### src/hw/rtl/psfs_pkg.sv
// Package for the panel SPI frame serializer.
// Holds the payload structs, the command struct and the register indexes.
// No dependencies.
package psfs_pkg;

  localparam int unsigned FrameBits = 16;
  localparam int unsigned ByteBits  = 8;
  localparam int unsigned CfgIdxW   = 1;
  localparam int unsigned CfgDataW  = 8;
  localparam int unsigned BitIdxW   = $clog2(FrameBits);

  localparam logic [CfgIdxW-1:0] RegIndexStart = 1'b0;
  localparam logic [CfgIdxW-1:0] RegDataStart  = 1'b1;

  localparam logic [ByteBits-1:0] IndexStartRst = 8'h70;
  localparam logic [ByteBits-1:0] DataStartRst  = 8'h72;

  typedef enum logic {
    OP_REG_WRITE  = 1'b0,
    OP_DATA_WRITE = 1'b1
  } op_e;

  typedef struct packed {
    logic        operation;
    logic [15:0] payload;
  } in_item_t;

  typedef struct packed {
    logic serial_bit;
    logic frame_start;
    logic frame_end;
    logic last_bit;
  } out_item_t;

  typedef struct packed {
    logic                 two_frames;
    logic [FrameBits-1:0] index_word;
    logic [FrameBits-1:0] data_word;
  } frame_cmd_t;

endpackage

### src/hw/rtl/panel_spi_frame_serializer.sv
// Panel SPI frame serializer, top level: turns one panel command into 16 or 32
// MSB-first serial bits with frame marks. Depends on psfs_pkg, psfs_cfg_regs,
// psfs_cmd_buf and psfs_serializer.
//
// A register write (operation 0) produces two 16-bit frames, the index start
// byte with the high payload byte and then the data start byte with the low
// payload byte; a data write (operation 1) produces only the second frame.
// One bit transfer leaves per cycle while the output is not stalled; a register
// write shifts out 32 bits and a data write 16 bits from the single shift register.
// A one-command input register takes the next command while the current one
// is still shifting out, and bits of consecutive commands follow without gap.
// The start byte registers reset to 0x70 and 0x72; they are sampled when a
// command is taken and should be written only while the block is idle.
module panel_spi_frame_serializer
  import psfs_pkg::*;
(
  input  logic                clk_i,
  input  logic                rst_ni,
  input  logic                cfg_we_i,
  input  logic [CfgIdxW-1:0]  cfg_idx_i,
  input  logic [CfgDataW-1:0] cfg_data_i,
  input  logic                in_valid_i,
  output logic                in_stall_o,
  input  in_item_t            in_item_i,
  output logic                out_valid_o,
  input  logic                out_stall_i,
  output out_item_t           out_item_o
);

  logic [ByteBits-1:0] index_start;
  logic [ByteBits-1:0] data_start;
  logic                cmd_valid;
  logic                cmd_take;
  frame_cmd_t          cmd;

  psfs_cfg_regs u_cfg_regs (
    .clk_i         (clk_i),
    .rst_ni        (rst_ni),
    .cfg_we_i      (cfg_we_i),
    .cfg_idx_i     (cfg_idx_i),
    .cfg_data_i    (cfg_data_i),
    .index_start_o (index_start),
    .data_start_o  (data_start)
  );

  psfs_cmd_buf u_cmd_buf (
    .clk_i         (clk_i),
    .rst_ni        (rst_ni),
    .in_valid_i    (in_valid_i),
    .in_stall_o    (in_stall_o),
    .in_item_i     (in_item_i),
    .index_start_i (index_start),
    .data_start_i  (data_start),
    .cmd_valid_o   (cmd_valid),
    .cmd_o         (cmd),
    .cmd_take_i    (cmd_take)
  );

  psfs_serializer u_serializer (
    .clk_i       (clk_i),
    .rst_ni      (rst_ni),
    .cmd_valid_i (cmd_valid),
    .cmd_i       (cmd),
    .cmd_take_o  (cmd_take),
    .out_valid_o (out_valid_o),
    .out_stall_i (out_stall_i),
    .out_item_o  (out_item_o)
  );

endmodule

### src/hw/rtl/psfs_cfg_regs.sv
// Start byte registers of the panel SPI frame serializer.
// Depends on psfs_pkg.
module psfs_cfg_regs
  import psfs_pkg::*;
(
  input  logic                clk_i,
  input  logic                rst_ni,
  input  logic                cfg_we_i,
  input  logic [CfgIdxW-1:0]  cfg_idx_i,
  input  logic [CfgDataW-1:0] cfg_data_i,
  output logic [ByteBits-1:0] index_start_o,
  output logic [ByteBits-1:0] data_start_o
);

  logic [ByteBits-1:0] index_start_q, index_start_d;
  logic [ByteBits-1:0] data_start_q, data_start_d;

  always_comb begin
    index_start_d = index_start_q;
    data_start_d  = data_start_q;
    if (cfg_we_i) begin
      unique case (cfg_idx_i)
        RegIndexStart: index_start_d = cfg_data_i;
        RegDataStart:  data_start_d  = cfg_data_i;
        default: ;
      endcase
    end
  end

  always_ff @(posedge clk_i or negedge rst_ni) begin
    if (!rst_ni) begin
      index_start_q <= IndexStartRst;
      data_start_q  <= DataStartRst;
    end else begin
      index_start_q <= index_start_d;
      data_start_q  <= data_start_d;
    end
  end

  assign index_start_o = index_start_q;
  assign data_start_o  = data_start_q;

endmodule

### src/hw/rtl/psfs_cmd_buf.sv
// Input register of the panel SPI frame serializer: builds both frame words.
// Depends on psfs_pkg.
module psfs_cmd_buf
  import psfs_pkg::*;
(
  input  logic                clk_i,
  input  logic                rst_ni,
  input  logic                in_valid_i,
  output logic                in_stall_o,
  input  in_item_t            in_item_i,
  input  logic [ByteBits-1:0] index_start_i,
  input  logic [ByteBits-1:0] data_start_i,
  output logic                cmd_valid_o,
  output frame_cmd_t          cmd_o,
  input  logic                cmd_take_i
);

  logic       valid_q, valid_d;
  frame_cmd_t cmd_q, cmd_d;
  logic       accept;

  assign in_stall_o = valid_q;
  assign accept     = in_valid_i && !valid_q;

  always_comb begin
    cmd_d            = cmd_q;
    cmd_d.two_frames = (op_e'(in_item_i.operation) == OP_REG_WRITE);
    cmd_d.index_word = {index_start_i, in_item_i.payload[15:8]};
    cmd_d.data_word  = {data_start_i, in_item_i.payload[7:0]};
    if (!accept) begin
      cmd_d = cmd_q;
    end
    valid_d = accept || (valid_q && !cmd_take_i);
  end

  always_ff @(posedge clk_i or negedge rst_ni) begin
    if (!rst_ni) begin
      valid_q <= 1'b0;
    end else begin
      valid_q <= valid_d;
    end
  end

  always_ff @(posedge clk_i) begin
    cmd_q <= cmd_d;
  end

  assign cmd_valid_o = valid_q;
  assign cmd_o       = cmd_q;

endmodule

### src/hw/rtl/psfs_serializer.sv
// Bit serializer of the panel SPI frame serializer: a 32-bit shift register
// whose top bit and bit counter form the output register. Depends on psfs_pkg.
module psfs_serializer
  import psfs_pkg::*;
(
  input  logic       clk_i,
  input  logic       rst_ni,
  input  logic       cmd_valid_i,
  input  frame_cmd_t cmd_i,
  output logic       cmd_take_o,
  output logic       out_valid_o,
  input  logic       out_stall_i,
  output out_item_t  out_item_o
);

  logic                   busy_q, busy_d;
  logic                   final_q, final_d;
  logic [BitIdxW-1:0]     bit_idx_q, bit_idx_d;
  logic [2*FrameBits-1:0] shift_q, shift_d;
  logic                   advance;
  logic                   frame_end;
  logic                   run_end;

  assign frame_end  = (bit_idx_q == BitIdxW'(FrameBits - 1));
  assign run_end    = frame_end && final_q;
  assign advance    = busy_q && !out_stall_i;
  assign cmd_take_o = cmd_valid_i && (!busy_q || (advance && run_end));

  always_comb begin
    busy_d    = busy_q;
    final_d   = final_q;
    bit_idx_d = bit_idx_q;
    shift_d   = shift_q;
    if (cmd_take_o) begin
      busy_d    = 1'b1;
      bit_idx_d = '0;
      if (cmd_i.two_frames) begin
        shift_d = {cmd_i.index_word, cmd_i.data_word};
        final_d = 1'b0;
      end else begin
        shift_d = {cmd_i.data_word, {FrameBits{1'b0}}};
        final_d = 1'b1;
      end
    end else if (advance) begin
      if (run_end) begin
        busy_d = 1'b0;
      end else begin
        shift_d   = {shift_q[2*FrameBits-2:0], 1'b0};
        bit_idx_d = bit_idx_q + BitIdxW'(1);
        if (frame_end) begin
          final_d = 1'b1;
        end
      end
    end
  end

  always_ff @(posedge clk_i or negedge rst_ni) begin
    if (!rst_ni) begin
      busy_q    <= 1'b0;
      final_q   <= 1'b0;
      bit_idx_q <= '0;
    end else begin
      busy_q    <= busy_d;
      final_q   <= final_d;
      bit_idx_q <= bit_idx_d;
    end
  end

  always_ff @(posedge clk_i) begin
    shift_q <= shift_d;
  end

  assign out_valid_o            = busy_q;
  assign out_item_o.serial_bit  = shift_q[2*FrameBits-1];
  assign out_item_o.frame_start = (bit_idx_q == '0);
  assign out_item_o.frame_end   = frame_end;
  assign out_item_o.last_bit    = run_end;

endmodule
### config.mk
export PLATFORM = sky130hd
export DESIGN_NAME = panel_spi_frame_serializer
export DESIGN_NICKNAME = d
export VERILOG_FILES = /design/src/hw/rtl/psfs_pkg.sv /design/src/hw/rtl/panel_spi_frame_serializer.sv /design/src/hw/rtl/psfs_cfg_regs.sv /design/src/hw/rtl/psfs_cmd_buf.sv /design/src/hw/rtl/psfs_serializer.sv
export SDC_FILE = /design/constraint.sdc
export NUM_CORES = 1
export LEC_CHECK = 0
export BUFFER_PORTS_ARGS = -buffer_cell sky130_fd_sc_hd__buf_4
export CAP_MARGIN = 15
export CORE_MARGIN = 2
export CORE_UTILIZATION = 45
export CTS_CLUSTER_DIAMETER = 40
export DETAILED_ROUTE_END_ITERATION = 12
export GPL_ROUTABILITY_DRIVEN = 1
export HOLD_SLACK_MARGIN = 0.08
export PLACE_DENSITY_LB_ADDON = 0.12
export SLEW_MARGIN = 20
export SYNTH_ARGS = -nofsm -noshare
export SYNTH_HDL_FRONTEND = slang
export SYNTH_HIERARCHICAL = 1
export SYNTH_SLANG_ARGS = --single-unit
### constraint.sdc
create_clock -name clk_i -period 3.1 [get_ports clk_i]
set_clock_uncertainty 0.2 [all_clocks]
set_input_delay 0.31 -clock clk_i [delete_from_list [all_inputs] [get_ports clk_i]]
set_output_delay 0.31 -clock clk_i [all_outputs]
set_load 0.03 [all_outputs]
==> out/results.md, run 1 <==
* buf_4 — CP dominant cell by count
* 0% — xor/xnor share of the synthesized area
* 0 — final hold vios
* 35 — Netlist cell types
* 6.04 mm — final wirelength
* 2100 µW — Int Pwr
* 3.56 mm — Detailed Place HPWL
* buffers and inverters — CP top delay family
* no — RSZ-0062 raised after global routing
* 540 ps — Max stage delay on crit path
* 66.4% — sequential element share of the synthesized area
* 0 ps — final setup TNS
* 72.3% — Final period util
* 35 — maximum number of pins on one net before global-route repair
* u_serializer/bit_idx_q[0] — Critical R2R Launch
* 6 — yosys warns
* 0 — number of diodes
* 20.3% — area added between synthesis and finish
* 88 — sink count of the clock tree
* 70.5% — Max-slew headroom
* 880 ps — flop2flop setup slack
* 96.1 µm — die span in y
* 2990 ps — data required time at the worst endpoint
* 36 — port bufs
* input pin to flip-flop — min-delay worst type
* 0.00822 mm² — core area
* 46.5% — Initial Utilization
* 25.2% — switching share of power
* 611 mW/mm² — PwrDens
* 337 — final net count
* 88 — count of state elements after synthesis
* 0 — post-detailed-route count of antenna-violating nets
* dlygate4sd3_1 -> buf_4 -> and4b_1 -> a31o_2 -> buf_4 -> mux2_2 — sequence of cells on the critical path
* 2140 ps — data arrival time of the critical path
* 3 — level count of the clock H-tree
* edfxtp_1 (65), buf_4 (41), mux2_2 (30), dlygate4sd3_1 (27), inv_1 (22) — highest-count cells in the layout ignoring fill and taps
* 33 — number of core rows
* 4 — drt first pass iters
* 4.72% — Post-Synth Simple-Gate Area
* multiplexers — main combinational cell family by area after synthesis
* 177 ps — final-layout worst hold slack
* 0.00180 µW — standby leakage power
* 5 — reg2reg path depth
* edfxtp_1 — most frequent standard cell in the layout excluding fill and tap cells
* 2240 ps — min cycle time layout
* 0.00924 mm² — die area
* u_serializer/shift_q[31] — worst flop-to-flop path endpoint
* done — CTS tree
* 0.00382 mm² — netlist area before placement
* 16.7% — combinational share of power
* 442 ps — slew of the pin with the lowest slew margin
* 2.82% — compound-gate portion of the synthesized area
* 90 ps — clock transition at the register clock pins on the worst setup and hold paths after CTS
* 14.8% — Overall Global Routing Usage
* clkbuf_8 — Root Driver
* 0 — residual DRC count
* 10.1 mm — wire length of the first global-routing pass
* 2,000 — vias post-DR
* 708 µW — net switching power
* 3 — buffering stage count on the worst path with inverters included
* input pin to flip-flop — start-to-end type of the worst setup path
* 0 — number of gates given a new drive strength after cts
* 20.1% — proportion of synthesized area in mux cells
* 0.446 GHz — Fmax
* 266 µV — worst voltage drop across the vdd grid
* 0 — aggregate global routing overflow
* 96.1 µm — Die X
* complete, no violations — result of the run
* 239 — number of instances in the synthesized netlist
* flip-flop — element type at the critical path end
* 0.655% — adder-cell share of the synthesized area
* 2 — maximum buffer depth of the clock tree
* 0 — initial antenna violation count
* 350 ps — clock latency at the later pin of the worst-skew pair
* 4.83 — routed vias/inst
* 0 — max-cap violation count
* u_serializer/shift_q[31] — end point of the critical path
* 0.710 — global placement routability congestion
* 14.6 µm — per-cell routed wire length
* cfg_idx_i — hold path startpoint
* input pin — Worst setup SP type
* out_stall_i — launching element of the worst setup path
* 16.0 µm² — Mapped Avg Cell Area
* 0 — final count of pins violating max slew
* 9 — CTS Buf Count
* 64 — number of violations reported at the end of detailed-routing iteration 0
* 37 — top-level port count
* dlygate4sd3_1 — CP max stage cell
* 18 — Crit Path Max Fanout
* 0 — Setup Viol. Count Final
* 57.3% — Flop pwr share
* 25.9% — power share of the clock group
* 37.5% — share of layout cells above drive strength 1
* 2,068 — number of global-route vias before repair
* 272 — post-synthesis net count
* 6 — Crit. path cell count
cell families (layout without fill, tap and decap cells):
| kind of cell | count (synthesis) | count (layout) |
|---|---|---|
| buf+inv | 36 | 106 |
| flops | 88 | 88 |
| mux | 64 | 64 |
| compound gates | 17 | 17 |
| fa+ha+maj | 2 | 2 |
| simple gates | 32 | 32 |
power by group through the flow:
stage	Clock (µW)	Combinational, µW	Sequential [µW]
2_1_floorplan	0	350	1600
3_3_place_gp	0	442	1630
3_5_place_dp	0	449	1630
4_1_cts	755	478	1610
5_1_grt	797	520	1640
6_report	727	470	1610
how the worst min path moves through the flow:
stage	endpoint	slack [ps]	depth (start not counted)
after floorplan	u_cfg_regs/data_start_o[0]	-190	0
after CTS	u_cfg_regs/index_start_o[2]	160	3
after detailed placement	u_serializer/bit_idx_q[1]	30	1
after global placement	u_serializer/bit_idx_q[2]	20	1
final	u_cfg_regs/index_start_o[1]	180	3
after global routing	u_cfg_regs/index_start_o[1]	160	3
flip-flops by register name, indices dropped and copies added (netlist names):
name                      count
u_cfg_regs/index_start_o      8
u_cmd_buf/cmd_o              33
u_serializer/shift_q         32
u_serializer/final_q          1
u_cmd_buf/cmd_valid_o         1
u_cfg_regs/data_start_o       8
u_serializer/out_valid_o      1
u_serializer/bit_idx_q        4
Yosys cell counts, drive strengths merged:
| library cell | instances | area (µm²) |
|---|---|---|
| a21o | 2 | 15.0 |
| or4 | 1 | 7.51 |
| dfrtp | 16 | 400 |
| a211oi | 1 | 7.51 |
| mux2 | 48 | 608 |
| o211ai | 1 | 7.51 |
| nand2b | 1 | 6.26 |
| and4b | 1 | 10.0 |
| and4 | 1 | 8.76 |
| nand3 | 3 | 15.0 |
| dfstp | 7 | 184 |
| nor3b | 1 | 7.51 |
| and3 | 1 | 6.26 |
| buf | 12 | 113 |
| or3 | 1 | 6.26 |
| o21ai | 3 | 15.0 |
| edfxtp | 65 | 1950 |
| or3b | 1 | 8.76 |
| a2bb2oi | 1 | 8.76 |
| nand2 | 18 | 70.1 |
| mux2i | 16 | 160 |
| ha | 2 | 25.0 |
| a31o | 1 | 8.76 |
| a21oi | 6 | 30.0 |
| o31ai | 1 | 7.51 |
| clkbuf | 2 | 7.51 |
| nor2b | 3 | 33.8 |
| inv | 22 | 82.6 |
| o21bai | 1 | 7.51 |
worst min-delay path, delay by kind of cell:
kind / cells / cell delay, ps
multiplexers: 1 / 200
AND/OR/NAND/NOR: 1 / 80
buffers and inverters: 1 / 100
timing repair:
action                                 CTS  global route
hold buffers                            27             0
endpoints found under the hold margin   57             0
buffers inserted                         0             0
area by class of cell:
type | count | area [µm²]
clock buffer | 11 | 153
clock inverter | 5 | 28.8
fill | 696 | 3620
inverter | 22 | 82.6
multi-input combinational | 115 | 1080
sequential | 88 | 2540
tap | 105 | 131
timing repair buffer | 68 | 578
through the flow:
stage | setup slack [ps] | total power (µW) | std cells | utilization [%] | cell area [µm²]
2_1_floorplan | 655 | 1950 | 239 | - | 3820
3_3_place_gp | 942 | 2070 | 371 | 50.4 | 4140
3_5_place_dp | 891 | 2080 | 371 | 50.4 | 4140
4_1_cts | 877 | 2840 | 414 | 55.9 | 4590
5_1_grt | 739 | 2960 | 414 | 55.9 | 4590
6_report | 857 | 2810 | 414 | 55.9 | 4590
metal layers:
| metal | part of all wire, % | track usage (%) | routed length, µm |
|---|---|---|---|
| met3 | 3.4 | 4.39 | 206 |
| met4 | 1.4 | 5.36 | 87 |
| met5 | 0 | 0 | 0 |
| met2 | 45 | 22.3 | 2740 |
| met1 | 50 | 20.5 | 3000 |
No activity file was read; power rests on OpenSTA's default activity.
==> inputs of run 2 (changes only) <==
Clock period 3.1 ns to 2.1 ns, I/O delays scaled along.
==> run 2 against run 1 <==
  * Sequential power grew 47%
  * Utilization grew 4.2 points
  * Cell area grew 7.5%
  * Count of clock-buffer cells in the layout grew 2
  * Worst hold slack lost 86 ps
  * First-iteration DRC count is the same
  * Critical path depth shrank 1
  * Global-route usage is essentially flat
  * Non-clock buffer count grew 19
  * Wire length grew 7.3%
  * Combinational power grew 81%
  * Die area is the same
==> out/results.md, run 2 (synthesis results as in run 1) <==
* 91.2 ps — final-layout worst hold slack
* 396 ps — slew of the pin with the lowest slew margin
* 1950 ps — data arrival time of the critical path
* 0 — residual DRC count
* 37 — top-level port count
* 0.00822 mm² — core area
* ha_4 -> and4b_1 -> a31o_4 -> clkbuf_16 -> mux2_4 — sequence of cells on the critical path
* 39.3% — share of layout cells above drive strength 1
* 6.48 mm — final wirelength
* 15.0 µm — per-cell routed wire length
* 10.1 mm — wire length of the first global-routing pass
* 2050 ps — min cycle time layout
* 3410 µW — Int Pwr
* 24.3% — switching share of power
* edfxtp_1 (65), buf_4 (44), dlygate4sd3_1 (35), mux2_2 (30), inv_1 (22) — highest-count cells in the layout ignoring fill and taps
* 96.1 µm — Die X
* edfxtp_1 — most frequent standard cell in the layout excluding fill and tap cells
* 97.6% — Final period util
* 73.6% — Max-slew headroom
* flip-flop to flip-flop — start-to-end type of the worst setup path
* 4.79 — routed vias/inst
* flip-flop — Worst setup SP type
* 0.00195 µW — standby leakage power
* 3.87 mm — Detailed Place HPWL
* 450 ps — Max stage delay on crit path
* 0.00924 mm² — die area
* 88 — sink count of the clock tree
* 0 — max-cap violation count
* 33 — number of core rows
* input pin to async pin — min-delay worst type
* 2,075 — vias post-DR
* 46.5% — Initial Utilization
* 36 — port bufs
* 356 — final net count
* 0 — number of diodes
* 0.718 — global placement routability congestion
* 35 — maximum number of pins on one net before global-route repair
* 14.8% — Overall Global Routing Usage
* 0 — final count of pins violating max slew
* 0 — final hold vios
* no — RSZ-0062 raised after global routing
* 4 — drt first pass iters
* 0.00430 mm² — cell area reported after detailed placement
* 52.6% — Flop pwr share
* 0.488 GHz — Fmax
* 380 — placed instance count
* 29.3% — area added between synthesis and finish
* 90 ps — clock transition at the register clock pins on the worst setup and hold paths after CTS
* 28.5% — power share of the clock group
* u_serializer/bit_idx_q[0] — Critical R2R Launch
* 0 — aggregate global routing overflow
* 12 — Crit Path Max Fanout
* 0.00494 mm² — post-layout instance area
* 96.1 µm — die span in y
* 2000 ps — data required time at the worst endpoint
* flip-flop — element type at the critical path end
* 0 ps — final setup TNS
* 0 — post-detailed-route count of antenna-violating nets
* 356 µV — worst voltage drop across the vdd grid
* clkbuf_8 — Root Driver
* 33 — max reg flops
* 64 — number of violations reported at the end of detailed-routing iteration 0
* complete, no violations — result of the run
* 3 — level count of the clock H-tree
* 2 — maximum buffer depth of the clock tree
* 0 — initial antenna violation count
* 0 — Setup Viol. Count Final
* 350 ps — clock latency at the later pin of the worst-skew pair
* dfrtp_2 — CP max stage cell
* 911 mW/mm² — PwrDens
* 2,112 — number of global-route vias before repair
* 433 — number of standard cells in the final layout excluding fillers
* done — CTS tree
* 1100 µW — net switching power
* 9 — CTS Buf Count
* u_serializer/bit_idx_q[0] — launching element of the worst setup path
* 18.9% — combinational share of power
run 2: cell count changes in the layout (fill, tap and decap cells not counted), sizes merged:
cell,delta
clkinv,-1
inv,-1
dlygate4sd3,+8
clkbuf,+4
bufinv,+1
buf,+9
clkinvlp,-1
run 2: worst paths after layout:
| path | to | cells past startpoint | slack, ps |
|---|---|---|---|
| hold reg to reg | u_cmd_buf/cmd_o[11] | 0 | 250 |
| setup / recovery | u_serializer/shift_q[28] | 5 | 50 |
| min in group clk_i | u_cfg_regs/data_start_o[1] | 3 | 190 |
| hold / removal | u_cfg_regs/index_start_o[2] | 2 | 90 |
| setup reg to reg | u_serializer/shift_q[28] | 5 | 50 |
| max in group asynchronous | u_cfg_regs/data_start_o[6] | 2 | 1320 |
run 2: per-stage QoR:
step	total power, µW	utilization [%]	setup WS [ps]
after CTS	4520	59.3	16.1
after detailed placement	3150	52.3	26.8
after global routing	4740	60.1	7.45
after global placement	3140	52.3	77.9
after floorplan	2880	-	-16.1
final	4500	60.1	50.9
run 2: power groups by stage:
stage | Clock [µW] | Sequential (µW) | Combinational [µW]
after floorplan | 0 | 2360 | 521
after global placement | 0 | 2380 | 753
after detailed placement | 0 | 2390 | 765
after CTS | 1320 | 2360 | 836
after global routing | 1400 | 2400 | 936
final | 1280 | 2370 | 851
run 2: final cells by class:
class                           count  area (µm²)
Timing Repair Buffer               87         851
Clock inverter                      3        43.8
Fill cell                         662        3280
Inverter                           22        82.6
Tap cell                          105         131
Multi-Input combinational cell    115        1110
Clock buffer                       13         181
Sequential cell                    88        2540
run 2: critical path, delay by kind of cell, from the launching register on:
family                     cells  cell delay (ps)
AOI/OAI and AO/OA              1              280
adders and majority gates      1              180
and+or+nand+nor                1              190
DFF                            1              450
buffers and inverters          1              190
muxes                          1              300
run 2: routing by layer:
layer | track usage, % | vias up | wire, µm
met5 | 0 | - | 0
met4 | 6.79 | 0 | 107
met3 | 3.29 | 9 | 160
met2 | 22.9 | 25 | 3020
met1 | 19.9 | 1008 | 3190
li1 | - | 1033 | -
run 2: timing repair:
action                                 in CTS  in global routing
resized for setup                           0                  3
hold buffers                               35                  0
setup buffers                               0                  1
endpoints found under the hold margin      57                  0
setup endpoints to repair                   0                 53
==> inputs of run 3 (changes only) <==
Clock period 2.1 ns to 1.7 ns, I/O delays scaled along.
==> run 3 against run 2 <==
  * The run now ends with negative setup slack left
  * Die area unchanged
  * Combinational power up 50%
  * Fmax up 3.9%
  * Sequential power up 22%
  * Via count up 3.6%
  * Cell area up 3.0%
  * Setup slack worse by 320 ps
  * Sequential share of layout area down 1.5 points
  * Count of clock-buffer cells in the layout down 3
  * Clock power up 13%
==> out/results.md, run 3 (synthesis results as in run 1) <==
* finished, violations left — result of the run
* negative setup slack — violations in the final reports
* flip-flops — CP top delay family
* 36 — port bufs
* flip-flop — element type at the critical path end
* 79 — number of violations reported at the end of detailed-routing iteration 0
* 0 — aggregate global routing overflow
* 4.80 — routed vias/inst
* 3.80 mm — Detailed Place HPWL
* 0.00822 mm² — core area
* 5620 µW — total power
* 1 — buffering stage count on the worst path with inverters included
* 0.00204 µW — standby leakage power
* 1970 ps — min cycle time layout
* dfrtp_1 — CP max stage cell
* 634 — number of fillers in the final layout
* 386 — placed instance count
* 2,149 — vias post-DR
* edfxtp_1 — most frequent standard cell in the layout excluding fill and tap cells
* 350 ps — clock latency at the later pin of the worst-skew pair
* 0.726 — global placement routability congestion
* 0.00924 mm² — die area
* 0 — final hold vios
* 116% — Final period util
* ha_2 -> and4b_1 -> a31o_4 -> buf_12 -> mux2_4 — sequence of cells on the critical path
* -320 ps — Worst Setup Slack post-DPL
* edfxtp_1 (65), buf_4 (49), dlygate4sd3_1 (32), mux2_2 (27), mux2_4 (21) — highest-count cells in the layout ignoring fill and taps
* 2 — maximum buffer depth of the clock tree
* 45.8% — share of layout cells above drive strength 1
* 35 — maximum number of pins on one net before global-route repair
* flip-flop — Worst setup SP type
* 0.00509 mm² — post-layout instance area
* -272 ps — least setup slack across all paths after layout
* 96.1 µm — Die X
* 37 — top-level port count
* yes — RSZ-0062 raised after global routing
* 46.5% — Initial Utilization
* 0 — number of diodes
* 1100 mW/mm² — PwrDens
* 14.7 µm — per-cell routed wire length
* 6.58 mm — final wirelength
* 132 ps — final-layout worst hold slack
* 70 — Setup Viol. Count Final
* 540 µV — worst voltage drop across the vdd grid
* 0 — max-cap violation count
* 33 — number of core rows
* 90 ps — clock transition at the register clock pins on the worst setup and hold paths after CTS
* 822 ps — slew of the pin with the lowest slew margin
* 2,157 — number of global-route vias before repair
* clkbuf_8 — Root Driver
* input pin to flip-flop — min-delay worst type
* 96.1 µm — die span in y
* 0.00434 mm² — cell area reported after detailed placement
* 0 — residual DRC count
* 33.2% — area added between synthesis and finish
* 88 — sink count of the clock tree
* 1600 ps — data required time at the worst endpoint
* 0.00115 mm² — multi-input gate area in the final layout
* 400 ps — Max stage delay on crit path
* 45.2% — Max-slew headroom
* 0.00254 mm² — combined flip-flop and latch cell area
* 1870 ps — data arrival time of the critical path
* 9 — CTS Buf Count
* 3 — level count of the clock H-tree
* flip-flop to flip-flop — start-to-end type of the worst setup path
* 0 — final count of pins violating max slew
* 33 — max reg flops
* 371 — final net count
* 13 — Crit Path Max Fanout
* 0 — post-detailed-route count of antenna-violating nets
* 0.507 GHz — Fmax
* done — CTS tree
* 15.5% — Overall Global Routing Usage
* 448 — number of standard cells in the final layout excluding fillers
* 0 — initial antenna violation count
* 4 — drt first pass iters
* -270 ps — flop2flop setup slack
* 10.5 mm — wire length of the first global-routing pass
-- run 3: report_power, final --
group / switching, µW / internal (µW) / leakage (µW)
combinational: 546 / 735 / 0.00106
sequential: 148 / 2740 / 0.000871
clock: 723 / 725 / 0.000107
-- run 3: timing repair --
| action | 4_1_cts | 5_1_grt |
|---|---|---|
| resized for setup | 22 | 10 |
| buffers inserted | 9 | 6 |
| endpoints found under the setup margin | 70 | 86 |
| hold buffers | 33 | 0 |
| endpoints found under the hold margin | 57 | 0 |
| gates cloned | 0 | 0 |
| pin swaps | 8 | 1 |
-- run 3: final timing paths --
path,startpoint,endpoint,cells after the start
setup / recovery,u_serializer/bit_idx_q[0],u_serializer/shift_q[19],5
hold / removal,cfg_we_i,u_cfg_regs/data_start_o[3],3
setup reg to reg,u_serializer/bit_idx_q[0],u_serializer/shift_q[19],5
hold reg to reg,u_cfg_regs/data_start_o[3],u_cmd_buf/cmd_o[11],0
max in group asynchronous,rst_ni,u_cfg_regs/index_start_o[7],3
min in group asynchronous,rst_ni,u_cfg_regs/data_start_o[1],2
-- run 3: stage by stage --
stage               util [%]  setup TNS, ps
global route            61.9         -15220
global placement        52.9         -11270
finish                  61.9         -13900
CTS                     61.0         -16270
detailed placement      52.9         -14260
floorplan                  -         -18300
-- run 3: cell type report --
cell class | instances | area share [%]
Clock buffer | 10 | 2.71
Timing Repair Buffer | 102 | 19.3
Tap cell | 105 | 2.58
Sequential cell | 88 | 49.9
Multi-Input combinational cell | 115 | 22.6
Inverter | 22 | 1.62
Clock inverter | 6 | 1.33
-- run 3: layer usage --
metal,up-vias,GRT usage (%),routed length (µm)
met1,1041,20.0,3090
met4,0,6.79,139
li1,1059,-,-
met3,13,4.15,200
met5,-,0,0
met2,36,24.7,3140
-- run 3: tightest hold or removal path, cell delays in order --
cell and delay (ps):
buf_4 120, nand2_2 180, mux2_2 190
